==> src/rtl/core/tsv_pkg.sv <==
package tsv_pkg;

	localparam int MAX_DIM     = 64;
	localparam int FRAC_BITS   = 8;
	localparam int DIM_W       = $clog2(MAX_DIM);
	localparam int ADDR_W      = 3 * DIM_W;
	localparam int STORE_DEPTH = 1 << ADDR_W;
	localparam int CTERM_W     = 2 * DIM_W;
	localparam int PTERM_W     = 3 * DIM_W;
	localparam int RC_W        = 2 * DIM_W + 1;
	localparam int SIZE_W      = 7;
	localparam int VOXEL_W     = 8;
	localparam int VOXEL_MAX   = 255;
	localparam int COORD_W     = 16;
	localparam int BASE_W      = COORD_W - FRAC_BITS + 2;
	localparam int WEIGHT_W    = FRAC_BITS + 1;
	localparam int INDEX_W     = 18;

	localparam int CFG_IDX_W   = 2;
	localparam int CFG_DATA_W  = 8;

	localparam int S_FIELDS_W  = INDEX_W + VOXEL_W + 3 * COORD_W;
	localparam int S_TDATA_W   = ((S_FIELDS_W + 7) / 8) * 8;
	localparam int M_TDATA_W   = VOXEL_W;

	localparam int QUEUE_DEPTH = 4;
	localparam int QPTR_W      = $clog2(QUEUE_DEPTH);

	localparam int NBR_COUNT   = 8;
	localparam int NBR_W       = $clog2(NBR_COUNT);

	localparam int A_W         = VOXEL_W + FRAC_BITS + 4;
	localparam int B_W         = A_W + FRAC_BITS + 2;
	localparam int T_W         = B_W + FRAC_BITS + 2;
	localparam logic [T_W-1:0] T_MAX = T_W'(VOXEL_MAX) << (3 * FRAC_BITS);

	typedef enum logic [CFG_IDX_W-1:0] {
		CFG_SIZE_ROWS   = 2'd0,
		CFG_SIZE_COLS   = 2'd1,
		CFG_SIZE_PLANES = 2'd2,
		CFG_BAD_VALUE   = 2'd3
	} cfg_reg_t;

	typedef enum logic [1:0] {
		KIND_LOAD    = 2'd0,
		KIND_SAMPLE  = 2'd1,
		KIND_OUTSIDE = 2'd2
	} kind_t;

	typedef struct packed {
		kind_t                      kind;
		logic [ADDR_W-1:0]          addr;
		logic [VOXEL_W-1:0]         value;
		logic [DIM_W-1:0]           r0;
		logic [DIM_W-1:0]           r1;
		logic [CTERM_W-1:0]         ct0;
		logic [CTERM_W-1:0]         ct1;
		logic [PTERM_W-1:0]         pt0;
		logic [PTERM_W-1:0]         pt1;
		logic signed [WEIGHT_W-1:0] wr;
		logic signed [WEIGHT_W-1:0] wc;
		logic signed [WEIGHT_W-1:0] wp;
	} cmd_t;

endpackage

==> src/rtl/core/tsv_fifo.sv <==
module tsv_fifo import tsv_pkg::*; (
	input  logic clk,
	input  logic arst_n,
	input  logic push_valid,
	output logic push_ready,
	input  cmd_t push_cmd,
	output logic pop_valid,
	input  logic pop_ready,
	output cmd_t pop_cmd
);

	cmd_t              entries_q [QUEUE_DEPTH];
	logic [QPTR_W-1:0] wr_ptr_q, rd_ptr_q;
	logic [QPTR_W:0]   count_q;
	logic              do_push, do_pop;

	assign push_ready = (count_q != (QPTR_W+1)'(QUEUE_DEPTH));
	assign pop_valid  = (count_q != '0);
	assign do_push    = push_valid && push_ready;
	assign do_pop     = pop_valid && pop_ready;
	assign pop_cmd    = entries_q[rd_ptr_q];

	always_ff @(posedge clk or negedge arst_n) begin
		if (!arst_n) begin
			wr_ptr_q <= '0;
			rd_ptr_q <= '0;
			count_q  <= '0;
		end else begin
			if (do_push)
				wr_ptr_q <= wr_ptr_q + QPTR_W'(1);
			if (do_pop)
				rd_ptr_q <= rd_ptr_q + QPTR_W'(1);
			if (do_push && !do_pop)
				count_q <= count_q + (QPTR_W+1)'(1);
			else if (do_pop && !do_push)
				count_q <= count_q - (QPTR_W+1)'(1);
		end
	end

	always_ff @(posedge clk) begin
		if (do_push)
			entries_q[wr_ptr_q] <= push_cmd;
	end

endmodule

==> config.mk <==
export PLATFORM = sky130hd
export DESIGN_NAME = tsv_fifo
export DESIGN_NICKNAME = d
export VERILOG_FILES = /design/src/rtl/core/tsv_pkg.sv /design/src/rtl/core/tsv_fifo.sv
export SDC_FILE = /design/constraint.sdc
export NUM_CORES = 1
export LEC_CHECK = 0
export ABC_AREA = 1
export BUFFER_PORTS_ARGS = -buffer_cell sky130_fd_sc_hd__clkbuf_2
export CAP_MARGIN = 5
export CORE_AREA = 3 3 218 220
export DETAILED_ROUTE_END_ITERATION = 7
export DIE_AREA = 0 0 221 223
export GPL_ROUTABILITY_DRIVEN = 0
export PLACE_DENSITY = 0.63
export SLEW_MARGIN = 20
export SYNTH_ARGS = -nofsm -noshare
export SYNTH_HDL_FRONTEND = slang
export SYNTH_SLANG_ARGS = --single-unit
export TNS_END_PERCENT = 30
==> constraint.sdc <==
create_clock -name clk -period 12.05 [get_ports clk]
set_input_delay 1.8075 -clock clk [delete_from_list [all_inputs] [get_ports clk]]
set_output_delay 1.8075 -clock clk [all_outputs]
set_load 0.1 [all_outputs]
==> reports/results.ini <==
[logic_synthesis]
synth_cell_types=19
synth_top_area_share_pct=72.8
async_reset_ff_share_pct=1.36
yosysSeqAreaShare_pct=73.6
synth_area_per_cell_um2=13.6
yosys.area_share.adder_pct=0.394
synth.most_common_cell=edfxtp_1
synth.mux.area_fraction_pct=0
yosys-top-cells-count=508 x edfxtp_1, 398 x nand2_1, 269 x inv_1, 154 x o211ai_1, 100 x o211ai_2
synth_fp_nets=1678
synth_seq_cells=515
synth_compound_area_share_pct=11.5
synth_edf_count=508
synth_top_family_by_area=compound AO/OA/AOI/OAI gates
yosysWarnings=0
syn_inst=1541
yosysTopAreaCell=edfxtp_1
synthXorXnorAreaFrac_pct=0.0418
synth_area_um2=21000
synthSimpleGateAreaFrac_pct=7.40
ys.flop_type=edfxtp_1
synth_area_leaders=edfxtp_1 73%, nand2_1 7.1%, o211ai_2 6.0%

[critical_path]
cp_top_family=buffers and inverters
critPathKind=flip-flop to output pin
crit_buf_inv=4
reg2reg_from=count_q[0]
timing.rr.end=entries_q[1][126]
crit_cells=6
crit_chain=inv_8 -> buf_4 -> buf_4 -> o211ai_1 -> nand2_1 -> clkbuf_2
start_kind=flip-flop
setup.worst_path.end=pop_cmd[62]
critPathMaxFanout=113
reg2reg_slack_ns=8.62
crit_top_cell=buf_4
crit_path_top_delay_cell=buf_4
reg2regPathDepth=6
end_kind=output pin
cpPeakStageDelay_ns=0.89
worst_ep_arrival_time_ns=4.10
cp.required_ns=10.24
cp-startpoint=rd_ptr_q[0]

[route]
num_vias=12000
drt_iter0_markers=627
drtAntennaViolNets=0
drc=0
first_pass_iters=4
avgViaCountPerCell=4.93
wl_per_cell_um=17.3
wl_um=42000

[clock_tree]
cts-root-buf=clkbuf_16
cts_hold_buffers=0
cts_tree=built
clkLatencyLatePin_ns=0.58
cts_resized=0
cts_inserted_buffers=53
post_cts_buffers=0
clock-sinks=515
ctsHtreeMaxLevel=2
clock_tree.buffer_depth=3
cts.clk_slew.worst_paths_ns=0.06

[layout]
fin_area_um2=24300
final_nets=1922
area_growth_pct=16.0
stdcell_count=2431
layout-drive-gt1-share_pct=24.8
fillers=3796

[placed_design]
io_buffer_count=259
place_ws_ns=6.79
dp_hpwl_um=24700
dp.cells=2330
postPlaceCellArea_um2=22700

[global_route]
overflow=0
grt.total_usage_pct=16.9
grt_max_degree=226
grt_first_pass_wirelength_um=65900
antenna_found_initial=4
grt_pass1_vias=11800

[timing]
worst_slew_pin_slew_ns=1.15
maxSlewHeadroom_pct=23.1
hold_viol_final=0
setup_ws_ns=6.14
fmax_mhz=169
slew_viol_final=0
skew_ns=0.0150
finalCritPeriodShare_pct=49.0
tns_ns=0
setup_violations=0
rsz0062_at_grt=no
finalCriticalPeriod_ns=5.91

[die]
die_w_um=221
coreArea_um2=45500
pin_count=260
dieArea_um2=49300
num_rows=78
start_util_pct=46.1
die_y_um=223

[run_status]
outcome=finished, final reports clean

[job]
drv_cap=0

[worst_hold_path]
holdCritPathClass=flip-flop to flip-flop

[metrics by stage]
step	util [%]	hold slack, ns
5_1_grt	53.5	0.544
4_1_cts	53.5	0.536
3_3_place_gp	49.9	0.482
2_1_floorplan	-	0.463
3_5_place_dp	49.9	0.493
6_report	53.5	0.534
[cells by family after synthesis]
group	count (synthesis)
flops	515
buf+inv	354
xor+xnor	1
fa+ha+maj	6
simple gates	410
compound gates	255
[state kept, by name (all words and copies together) (netlist names)]
register	count
wr_ptr_q	2
entries_q	508
count_q	3
rd_ptr_q	2
[placed cells by master (no fill, tap or decap), drive strengths merged]
master | synthesis | routed
nand2 | 398 | 398
clkbuf | 24 | 327
bufinv | 0 | 1
xnor2 | 1 | 1
buf | 60 | 14
clkinvlp | 0 | 2
edfxtp | 508 | 508
dfrtp | 7 | 7
nor2 | 4 | 4
inv | 270 | 271
ha | 5 | 5
o211ai | 254 | 254
fa | 1 | 1
nand3 | 7 | 7
clkinv | 0 | 28
o21ai | 1 | 1
nand4 | 1 | 1
diode | 0 | 1
[area by class of cell]
type                            count  area, um2  share of cell area [%]
Clock inverter                     32        176                   0.726
Inverter                          270       1030                    4.22
Clock buffer                       68       1430                    5.86
Antenna cell                        1       2.50                  0.0103
Multi-Input combinational cell    672       4080                    16.8
Sequential cell                   515      15400                    63.5
Timing Repair Buffer              273       1410                    5.82
Tap cell                          600        751                    3.09
[worst reg2reg max path: stages (launching register included)]
cell and delay [ns]:
dfrtp_1 0.41, inv_1 0.08, nand3_1 0.16, nand2_1 0.30, nor2_4 0.37, buf_4 0.81, buf_4 0.87
[layer usage]
metal | share of wire [%] | track usage [%] | wire length, um | vias up
met5 | 0.093 | 0 | 39 | -
li1 | - | - | - | 5888
met2 | 46 | 26.8 | 19400 | 288
met1 | 44 | 22.6 | 18500 | 5732
met3 | 7.4 | 5.18 | 3120 | 73
met4 | 2.3 | 5.32 | 947 | 6
[worst min-delay path by stage]
| stage | from | end | slack [ns] | depth (start not counted) |
|---|---|---|---|---|
| global route | count_q[2] | count_q[2] | 0.54 | 2 |
| floorplan | count_q[2] | count_q[2] | 0.46 | 2 |
| CTS | count_q[2] | count_q[2] | 0.54 | 2 |
| global placement | count_q[2] | count_q[2] | 0.48 | 2 |
| detailed placement | count_q[2] | count_q[2] | 0.49 | 2 |
| finish | count_q[2] | count_q[2] | 0.53 | 2 |
Power is left out: the tool's default activity adds up to more than one toggle a clock period on the data nets, which glitch-free logic cannot reach.
