`config.mk`:
```
export PLATFORM = sky130hd
export DESIGN_NAME = tsv_front
export DESIGN_NICKNAME = d
export VERILOG_FILES = /design/src/rtl/core/tsv_pkg.sv /design/src/rtl/core/tsv_front.sv
export SDC_FILE = /design/constraint.sdc
export NUM_CORES = 1
export LEC_CHECK = 0
export ABC_AREA = 0
export BUFFER_PORTS_ARGS = -buffer_cell sky130_fd_sc_hd__buf_2
export CAP_MARGIN = 0
export CORE_MARGIN = 4
export CORE_UTILIZATION = 30
export CTS_BUF_LIST = sky130_fd_sc_hd__clkbuf_16
export DETAILED_ROUTE_END_ITERATION = 16
export SYNTH_ARGS = -nofsm -noshare
export SYNTH_HDL_FRONTEND = slang
export SYNTH_SLANG_ARGS = --single-unit
```
`constraint.sdc`:
```
create_clock -name clk -period 21.5 [get_ports clk]
set_input_delay 4.3 -clock clk [delete_from_list [all_inputs] [get_ports clk]]
set_output_delay 4.3 -clock clk [all_outputs]
set_load 0.02 [all_outputs]
```
`src/rtl/core/tsv_pkg.sv`:
```
package tsv_pkg;

	localparam int MAX_DIM     = 64;
	localparam int FRAC_BITS   = 8;
	localparam int DIM_W       = $clog2(MAX_DIM);
	localparam int ADDR_W      = 3 * DIM_W;
	localparam int STORE_DEPTH = 1 << ADDR_W;
	localparam int CTERM_W     = 2 * DIM_W;
	localparam int PTERM_W     = 3 * DIM_W;
	localparam int RC_W        = 2 * DIM_W + 1;
	localparam int SIZE_W      = 7;
	localparam int VOXEL_W     = 8;
	localparam int VOXEL_MAX   = 255;
	localparam int COORD_W     = 16;
	localparam int BASE_W      = COORD_W - FRAC_BITS + 2;
	localparam int WEIGHT_W    = FRAC_BITS + 1;
	localparam int INDEX_W     = 18;

	localparam int CFG_IDX_W   = 2;
	localparam int CFG_DATA_W  = 8;

	localparam int S_FIELDS_W  = INDEX_W + VOXEL_W + 3 * COORD_W;
	localparam int S_TDATA_W   = ((S_FIELDS_W + 7) / 8) * 8;
	localparam int M_TDATA_W   = VOXEL_W;

	localparam int QUEUE_DEPTH = 4;
	localparam int QPTR_W      = $clog2(QUEUE_DEPTH);

	localparam int NBR_COUNT   = 8;
	localparam int NBR_W       = $clog2(NBR_COUNT);

	localparam int A_W         = VOXEL_W + FRAC_BITS + 4;
	localparam int B_W         = A_W + FRAC_BITS + 2;
	localparam int T_W         = B_W + FRAC_BITS + 2;
	localparam logic [T_W-1:0] T_MAX = T_W'(VOXEL_MAX) << (3 * FRAC_BITS);

	typedef enum logic [CFG_IDX_W-1:0] {
		CFG_SIZE_ROWS   = 2'd0,
		CFG_SIZE_COLS   = 2'd1,
		CFG_SIZE_PLANES = 2'd2,
		CFG_BAD_VALUE   = 2'd3
	} cfg_reg_t;

	typedef enum logic [1:0] {
		KIND_LOAD    = 2'd0,
		KIND_SAMPLE  = 2'd1,
		KIND_OUTSIDE = 2'd2
	} kind_t;

	typedef struct packed {
		kind_t                      kind;
		logic [ADDR_W-1:0]          addr;
		logic [VOXEL_W-1:0]         value;
		logic [DIM_W-1:0]           r0;
		logic [DIM_W-1:0]           r1;
		logic [CTERM_W-1:0]         ct0;
		logic [CTERM_W-1:0]         ct1;
		logic [PTERM_W-1:0]         pt0;
		logic [PTERM_W-1:0]         pt1;
		logic signed [WEIGHT_W-1:0] wr;
		logic signed [WEIGHT_W-1:0] wc;
		logic signed [WEIGHT_W-1:0] wp;
	} cmd_t;

endpackage

```
`src/rtl/core/tsv_front.sv`:
```
module tsv_front import tsv_pkg::*; (
	input  logic                      clk,
	input  logic                      arst_n,
	input  logic                      cfg_we,
	input  logic [CFG_IDX_W-1:0]      cfg_index,
	input  logic [CFG_DATA_W-1:0]     cfg_data,
	input  logic                      in_valid,
	output logic                      in_ready,
	input  logic                      mode,
	input  logic [INDEX_W-1:0]        voxel_index,
	input  logic [VOXEL_W-1:0]        voxel_value,
	input  logic signed [COORD_W-1:0] coord_row,
	input  logic signed [COORD_W-1:0] coord_col,
	input  logic signed [COORD_W-1:0] coord_plane,
	output logic                      push_valid,
	input  logic                      push_ready,
	output cmd_t                      push_cmd,
	output logic [VOXEL_W-1:0]        bad_value
);

	typedef struct packed {
		logic                       ok;
		logic [DIM_W-1:0]           lo;
		logic [DIM_W-1:0]           hi;
		logic signed [WEIGHT_W-1:0] w;
	} split_t;

	function automatic logic [SIZE_W-1:0] eff_size(input logic [SIZE_W-1:0] s);
		return (s > SIZE_W'(MAX_DIM)) ? SIZE_W'(MAX_DIM) : s;
	endfunction

	function automatic split_t axis_split(input logic signed [COORD_W-1:0] coord,
			input logic [SIZE_W-1:0] size);
		logic signed [COORD_W:0]   p;
		logic                      neg_frac;
		logic signed [BASE_W-1:0]  b;
		logic signed [BASE_W-1:0]  u;
		logic signed [BASE_W-1:0]  lo;
		logic signed [BASE_W-1:0]  hi;
		logic signed [BASE_W-1:0]  sz;
		logic signed [COORD_W:0]   p_int;
		split_t                    r;
		p        = {coord[COORD_W-1], coord} - (COORD_W+1)'(1 << FRAC_BITS);
		neg_frac = p[COORD_W] & (|p[FRAC_BITS-1:0]);
		p_int    = p >>> FRAC_BITS;
		b        = p_int[BASE_W-1:0] + BASE_W'(neg_frac);
		u        = b + BASE_W'(1);
		sz       = BASE_W'(size);
		lo       = (b == {BASE_W{1'b1}}) ? '0 : b;
		hi       = (u == sz) ? sz - BASE_W'(1) : u;
		r.ok     = !lo[BASE_W-1] && !hi[BASE_W-1] && (hi < sz);
		r.lo     = lo[DIM_W-1:0];
		r.hi     = hi[DIM_W-1:0];
		r.w      = {neg_frac, p[FRAC_BITS-1:0]};
		return r;
	endfunction

	logic [SIZE_W-1:0]  size_rows_q, size_cols_q, size_planes_q;
	logic [VOXEL_W-1:0] bad_value_q;
	logic [RC_W-1:0]    rc_q;
	logic [SIZE_W-1:0]  eff_rows, eff_cols, eff_planes;
	logic [2*SIZE_W-1:0] rc_full;

	logic                      valid_s1;
	logic                      mode_s1;
	logic [INDEX_W-1:0]        index_s1;
	logic [VOXEL_W-1:0]        value_s1;
	logic signed [COORD_W-1:0] row_s1, col_s1, plane_s1;

	logic valid_s2;
	cmd_t cmd_s2;
	cmd_t cmd_d;
	logic adv_s2;

	split_t sr, sc, sp;
	logic [DIM_W+SIZE_W-1:0] ct0_full, ct1_full;
	logic [DIM_W+RC_W-1:0]   pt0_full, pt1_full;

	always_ff @(posedge clk or negedge arst_n) begin
		if (!arst_n) begin
			size_rows_q   <= SIZE_W'(MAX_DIM);
			size_cols_q   <= SIZE_W'(MAX_DIM);
			size_planes_q <= SIZE_W'(MAX_DIM);
			bad_value_q   <= '0;
		end else if (cfg_we) begin
			unique case (cfg_reg_t'(cfg_index))
				CFG_SIZE_ROWS:   size_rows_q   <= cfg_data[SIZE_W-1:0];
				CFG_SIZE_COLS:   size_cols_q   <= cfg_data[SIZE_W-1:0];
				CFG_SIZE_PLANES: size_planes_q <= cfg_data[SIZE_W-1:0];
				CFG_BAD_VALUE:   bad_value_q   <= cfg_data[VOXEL_W-1:0];
			endcase
		end
	end

	assign eff_rows   = eff_size(size_rows_q);
	assign eff_cols   = eff_size(size_cols_q);
	assign eff_planes = eff_size(size_planes_q);
	assign rc_full    = eff_rows * eff_cols;
	assign bad_value  = bad_value_q;

	always_ff @(posedge clk) begin
		rc_q <= rc_full[RC_W-1:0];
	end

	assign adv_s2   = !valid_s2 || push_ready;
	assign in_ready = !valid_s1 || adv_s2;

	always_ff @(posedge clk or negedge arst_n) begin
		if (!arst_n) begin
			valid_s1 <= 1'b0;
			valid_s2 <= 1'b0;
		end else begin
			if (in_ready)
				valid_s1 <= in_valid;
			if (adv_s2)
				valid_s2 <= valid_s1;
		end
	end

	always_ff @(posedge clk) begin
		if (in_valid && in_ready) begin
			mode_s1  <= mode;
			index_s1 <= voxel_index;
			value_s1 <= voxel_value;
			row_s1   <= coord_row;
			col_s1   <= coord_col;
			plane_s1 <= coord_plane;
		end
		if (adv_s2 && valid_s1)
			cmd_s2 <= cmd_d;
	end

	always_comb begin
		sr       = axis_split(row_s1, eff_rows);
		sc       = axis_split(col_s1, eff_cols);
		sp       = axis_split(plane_s1, eff_planes);
		ct0_full = sc.lo * eff_rows;
		ct1_full = sc.hi * eff_rows;
		pt0_full = sp.lo * rc_q;
		pt1_full = sp.hi * rc_q;

		cmd_d       = '0;
		cmd_d.addr  = index_s1[ADDR_W-1:0];
		cmd_d.value = value_s1;
		cmd_d.r0    = sr.lo;
		cmd_d.r1    = sr.hi;
		cmd_d.ct0   = ct0_full[CTERM_W-1:0];
		cmd_d.ct1   = ct1_full[CTERM_W-1:0];
		cmd_d.pt0   = pt0_full[PTERM_W-1:0];
		cmd_d.pt1   = pt1_full[PTERM_W-1:0];
		cmd_d.wr    = sr.w;
		cmd_d.wc    = sc.w;
		cmd_d.wp    = sp.w;
		if (!mode_s1)
			cmd_d.kind = KIND_LOAD;
		else if (sr.ok && sc.ok && sp.ok)
			cmd_d.kind = KIND_SAMPLE;
		else
			cmd_d.kind = KIND_OUTSIDE;
	end

	assign push_valid = valid_s2;
	assign push_cmd   = cmd_s2;

endmodule

```
==> qor.txt, run 1 <==
Drt wl/cell - 16.4 um
#FFs+latches synth - 246
Hold Crit Class - reg2reg
Setup CP Type - reg2reg
Initial Utilization - 30.2%
CTS root buf - clkbuf_16
Synth cell types - 94
Postcts setup bufs - 0
Crit end category - flip-flop
Logic pwr share - 55.0%
Nets - 2408
DP HPWL - 37.3 mm
Die Area - 68900 um^2
Syn-to-layout area delta - 15.3%
Pwr dens - 125 nW/um^2
Hold_ws - 0.417 ns
Routed wire length - 47.4 mm
Die height - 262 um
Max-slew headroom - 27.5%
CP required - 21.81 ns
Most frequent cell after synthesis - inv_1
Mapped Cells - 1810
Mean Syn Cell Area - 10.7 um^2
Vias in the first global route - 14.4k
Top FF cell, synth - edfxtp_1
Clk network pwr share - 17.9%
Total CTS buffers - 30
Commonest cells in the synthesized netlist - inv_1 (224), edfxtp_1 (202), nand2_1 (166)
FF-to-FF setup slack - 11.83 ns
Max stage delay cell, worst path - mux2i_1
Gr busiest metal - met2
Leakage - 9.92 nW
Yosys top cell by area - edfxtp_1
Clk sinks - 246
Fmax - 103 MHz
Worst Skew - 0.0419 ns
Fin Setup TNS - 0 ns
Cell count of the worst reg-to-reg path - 33
Max cap viols - 0
Initial antenna violation count - 0
Fin. Hold Viols - 0
Drt pass-1 iters - 7
Critical R2R Launch - plane_s1[8]
Largest net degree at the start of global routing - 76
Drt initial violations - 718
Switching share of power - 41.8%
TritonCTS clock tree - done
Syn Nets - 2206
Sequential share of power - 27.1%
Vias - 13.5k
Layout fillers - 6478
Row count - 93
Internal power - 1.63 mW
Maximum VDD drop - 0.0000810 V
Syn. warnings - 0
Worst-margin pin slew - 1.08 ns
Worst-path fanout max - 14
Arr. time, crit path - 9.97 ns
Slew Viols, Final - 0
ANT cells - 0
Gp weighted congestion - 0.879
Type of origin of the critical path - flip-flop
Crit. Startpoint - plane_s1[8]
Largest cells by area after synthesis - edfxtp_1 (31%), fa_1 (16%), ha_1 (10%)
Status - complete, no violations
NetSw - 1.17 mW
Met3 usage - 2.23%
Critical R2R Capture - push_cmd[44]
IO Pins - 227
Drt via density - 4.67
CTS resizes - 0
Total track usage - 13.5%
Post-synth EDFFs - 202
Final Setup Violations - 0
Largest stage delay, worst path - 0.90 ns
Clock-pin slew on the worst setup and hold paths - 0.06 ns
Top-area cell type share of the netlist area - 31.2%
CTS H-tree lvls - 1
GR met2 Demand/Resource - 24.3%
Overflow after GRT - 0
Critical Path End - push_cmd[44]
RSZ-0062 raised after global routing - no
Global-route wire length before repair - 76.7 mm
Post-Syn Area - 19400 um^2
Post-route minimum period - 9.67 ns
Final period util - 45.0%
Post-CTS Hold Fix Bufs - 0
Number of port buffers - 226
Ys async rst share - 12.6%
Met1 GRT Util - 17.1%
Placeable core region - 64200 um^2
Clk buf depth - 3
Clock Latency Late Sink - 0.60 ns
Detail Route Antenna Nets - 0
Share of post-route cells with drive strength above 1 - 17.2%
Die X-Extent - 262 um
Sequential fraction of the synthesis area - 36.6%
DRC - 0
==> metal layers <==
layer / vias up / routed length, um
li1: 6492 / -
met3: 75 / 2160
met2: 323 / 23900
met1: 6625 / 20300
met5: - / 0
met4: 0 / 1060
==> how the worst min path moves through the flow <==
stage / startpoint / endpoint / slack (ns) / cells after the start
finish: value_s1[6] / push_cmd[105] / 0.42 / 0
global route: value_s1[6] / push_cmd[105] / 0.42 / 0
CTS: value_s1[6] / push_cmd[105] / 0.42 / 0
detailed placement: value_s1[6] / push_cmd[105] / 0.40 / 0
global placement: index_s1[16] / push_cmd[123] / 0.40 / 0
floorplan: value_s1[1] / push_cmd[100] / 0.40 / 0
==> cell usage in the layout, fill, tap and decap left out, types with 58 or more instances in the layout <==
cell | Yosys | routed
nand2_1 | 166 | 166
and2_1 | 110 | 108
a21oi_1 | 58 | 58
nor2_1 | 122 | 122
ha_1 | 155 | 155
xnor2_1 | 99 | 99
fa_1 | 151 | 151
inv_1 | 224 | 231
buf_2 | 11 | 226
edfxtp_1 | 202 | 202
==> flip-flops by register name, summed over array words and instances (netlist names) <==
| register | flops |
|---|---|
| bad_value | 8 |
| col_s1 | 16 |
| index_s1 | 18 |
| mode_s1 | 1 |
| plane_s1 | 16 |
| push_cmd | 127 |
| push_valid | 1 |
| rc_q | 13 |
| row_s1 | 16 |
| size_cols_q | 7 |
| size_planes_q | 7 |
| size_rows_q | 7 |
| valid_s1 | 1 |
| value_s1 | 8 |
==> cells by family after synthesis <==
group,Yosys count,synth area share [%]
buffers and inverters,294,5.83
AOI/OAI and AO/OA,200,7.12
muxes,40,2.29
and+or+nand+nor,586,15.5
DFF,246,36.6
xor gates and xnor gates,137,7.10
adders and majority gates,307,25.6
==> area by class of cell <==
class                   instances  area (um^2)  share of cell area, %
multi-input cells            1270        11200                   50.0
well taps                     855         1070                   4.77
clock inverters                26          236                   1.06
clock buffers                  30          751                   3.35
inverters                     231          867                   3.87
repair buffers                233         1180                   5.28
flip-flops and latches        246         7110                   31.7
==> critical path, delay by kind of cell (launching register included) <==
family          cells  cell delay (ns)
xor+xnor            1             0.16
mux                 1             0.90
buf+inv             3             0.27
flops               1             0.51
fa+ha+maj           7             2.50
compound gates     14             3.24
simple gates        7             1.79
==> through the flow <==
step                util (%)  setup slack (ns)  area [um^2]  cells  total power, mW
floorplan                  -             12.62        19400   1810             1.96
global placement        33.4             12.09        21400   2835             2.31
detailed placement      33.4             11.93        21400   2835             2.34
CTS                     34.9             11.88        22400   2891             2.86
global route            34.9             11.00        22400   2891             3.10
finish                  34.9             11.83        22400   2891             2.80
==> power by group through the flow <==
stage	Clock, mW	Combinational, mW	Sequential [mW]
after CTS	0.520	1.58	0.763
after global routing	0.540	1.79	0.773
after detailed placement	0	1.57	0.772
after global placement	0	1.54	0.771
final	0.501	1.54	0.760
after floorplan	0	1.15	0.804
(Power assumes the default switching activity.)
==> run 2, diff against run 1 <==
- ABC_AREA: 0 -> 1
- clock period: 21.5 -> 9.09 ns (I/O delays scaled with it)
==> qor.txt, run 2 <==
Status - complete, no violations
Share of post-route cells with drive strength above 1 - 15.3%
Drt pass-1 iters - 7
CP bufs+invs - 6
RSZ-0062 raised after global routing - no
Vias in the first global route - 14.1k
Gp weighted congestion - 0.895
NetSw - 2.38 mW
Worst Skew - 0.0286 ns
Clock Latency Late Sink - 0.60 ns
Crit end category - flip-flop
Sequential fraction of the synthesis area - 37.9%
Commonest cells in the synthesized netlist - nand2_1 (426), inv_1 (352), nor2_1 (288)
CTS root buf - clkbuf_16
Nets - 2701
Initial antenna violation count - 2
DRC - 0
TritonCTS clock tree - done
Vias - 14.0k
Max-slew headroom - 31.6%
Fmax - 127 MHz
Delay-heaviest family, CP - adder cells
Arr. time, crit path - 8.22 ns
Setup CP Type - reg2reg
Slew Viols, Final - 0
Clk network pwr share - 20.6%
Ys async rst share - 12.6%
Post-Syn Area - 18800 um^2
#FFs+latches synth - 246
Clock-pin slew on the worst setup and hold paths - 0.06 ns
Post-route total power - 5.68 mW
Hold Crit Class - reg2reg
Die X-Extent - 258 um
Critical R2R Launch - plane_s1[8]
Number of port buffers - 226
FF-to-FF setup slack - 1.22 ns
Syn. warnings - 0
Top-area cell type share of the netlist area - 32.3%
Clk buf depth - 3
Die height - 258 um
Row count - 91
Detail Route Antenna Nets - 0
Fin. Hold Viols - 0
CTS resizes - 0
Top FF cell, synth - edfxtp_1
IO Pins - 227
Switching share of power - 41.9%
Mapped Cells - 2061
Cell count of the worst reg-to-reg path - 44
DP HPWL - 36.2 mm
Worst-path fanout max - 12
CP required - 9.43 ns
Total track usage - 13.8%
Drt initial violations - 825
Overflow after GRT - 0
Post-route minimum period - 7.87 ns
Max FFs per register - 127
Synth cell types - 44
Die Area - 66600 um^2
Largest stage delay, worst path - 0.54 ns
Type of origin of the critical path - flip-flop
Sequential share of power - 29.3%
Syn Nets - 2457
Critical R2R Capture - push_cmd[43]
Postcts setup bufs - 0
Commonest cells after routing, fill and taps aside - nand2_1 (426), inv_1 (362), nor2_1 (288)
Hold path depth - 0
Final Cell Area - 21900 um^2
Largest cells by area after synthesis - edfxtp_1 (32%), fa_1 (16%), ha_1 (10%)
Dpl cell area - 20900 um^2
Fin Setup TNS - 0 ns
Worst-margin pin slew - 1.03 ns
Initial Utilization - 30.4%
Drt wl/cell - 14.5 um
Most frequent cell after synthesis - nand2_1
Leakage - 10.8 nW
Clk sinks - 246
HP Start - value_s1[1]
Max cap viols - 0
Maximum VDD drop - 0.000162 V
Max stage delay cell, worst path - fa_1
Drt via density - 4.42
Most frequent CP cell - nand2_1
Syn-to-layout area delta - 16.8%
Post-CTS Hold Fix Bufs - 0
Most common cell after layout, fill and taps aside - nand2_1
Routed wire length - 46.0 mm
Hold EP - push_cmd[100]
Yosys top cell by area - edfxtp_1
Post-synth EDFFs - 202
Total CTS buffers - 30
Logic pwr share - 50.1%
Placeable core region - 61800 um^2
Final Setup Violations - 0
Mean Syn Cell Area - 9.11 um^2
Largest net degree at the start of global routing - 76
Internal power - 3.30 mW
Final period util - 86.6%
CTS H-tree lvls - 1
Pwr dens - 259 nW/um^2
Global-route wire length before repair - 74.3 mm
[run 2: changes by cell type after synthesis, moves of 34 or more]
cell / change
nor2b_1: -34
xor2_1: +35
nand2_1: +260
nand3_1: +73
xnor2_1: -82
and2_1: -110
nor2_1: +166
inv_1: +128
[run 2: metrics by stage]
stage	hold slack, ns	instances	util (%)	setup slack, ns
2_1_floorplan	0.400	2061	-	0.465
3_3_place_gp	0.400	3110	33.9	1.41
3_5_place_dp	0.406	3110	33.9	1.23
4_1_cts	0.416	3166	35.5	1.20
5_1_grt	0.423	3168	35.5	0.392
6_report	0.415	3168	35.5	1.22
[run 2: power groups by stage]
stage / sequential (mW) / clock [mW] / combinational (mW)
after floorplan: 1.86 / 0 / 1.98
after global placement: 1.69 / 0 / 2.87
after detailed placement: 1.69 / 0 / 2.88
after CTS: 1.67 / 1.22 / 2.91
after global routing: 1.69 / 1.26 / 3.32
final: 1.66 / 1.17 / 2.85
[run 2: metal layers]
metal / wire (um) / GRT usage [%]
met3: 1970 / 1.87
met2: 22300 / 24.1
met1: 20600 / 18.2
met4: 1120 / 3.39
met5: 0 / 0
[run 2: cell type report]
cell class,count,area (um^2)
inverters,378,1420
multi-input cells,1413,10200
clock inverters,24,189
fillers,6343,39900
repair buffers,236,1210
diodes,2,5.00
well taps,837,1050
flip-flops and latches,246,7110
clock buffers,32,801
[run 2: how the worst max path moves through the flow]
stage / start / end / cells after the start
floorplan: push_ready / push_cmd[0] / 2
global placement: col_s1[8] / push_cmd[74] / 42
detailed placement: plane_s1[8] / push_cmd[42] / 40
CTS: plane_s1[8] / push_cmd[42] / 40
global route: plane_s1[8] / push_cmd[42] / 38
finish: plane_s1[8] / push_cmd[43] / 44
[run 2: cell families (layout without fill, tap and decap cells)]
| kind of cell | count (synthesis) | count (layout) | share of synthesized area (%) |
|---|---|---|---|
| DFF | 246 | 246 | 37.9 |
| and+or+nand+nor | 890 | 890 | 19.9 |
| other | 0 | 2 | 0 |
| adders and majority gates | 306 | 306 | 26.4 |
| buffers and inverters | 402 | 670 | 8.12 |
| muxes | 1 | 1 | 0.0600 |
| xor gates and xnor gates | 78 | 78 | 3.68 |
| AOI/OAI and AO/OA | 138 | 138 | 3.97 |
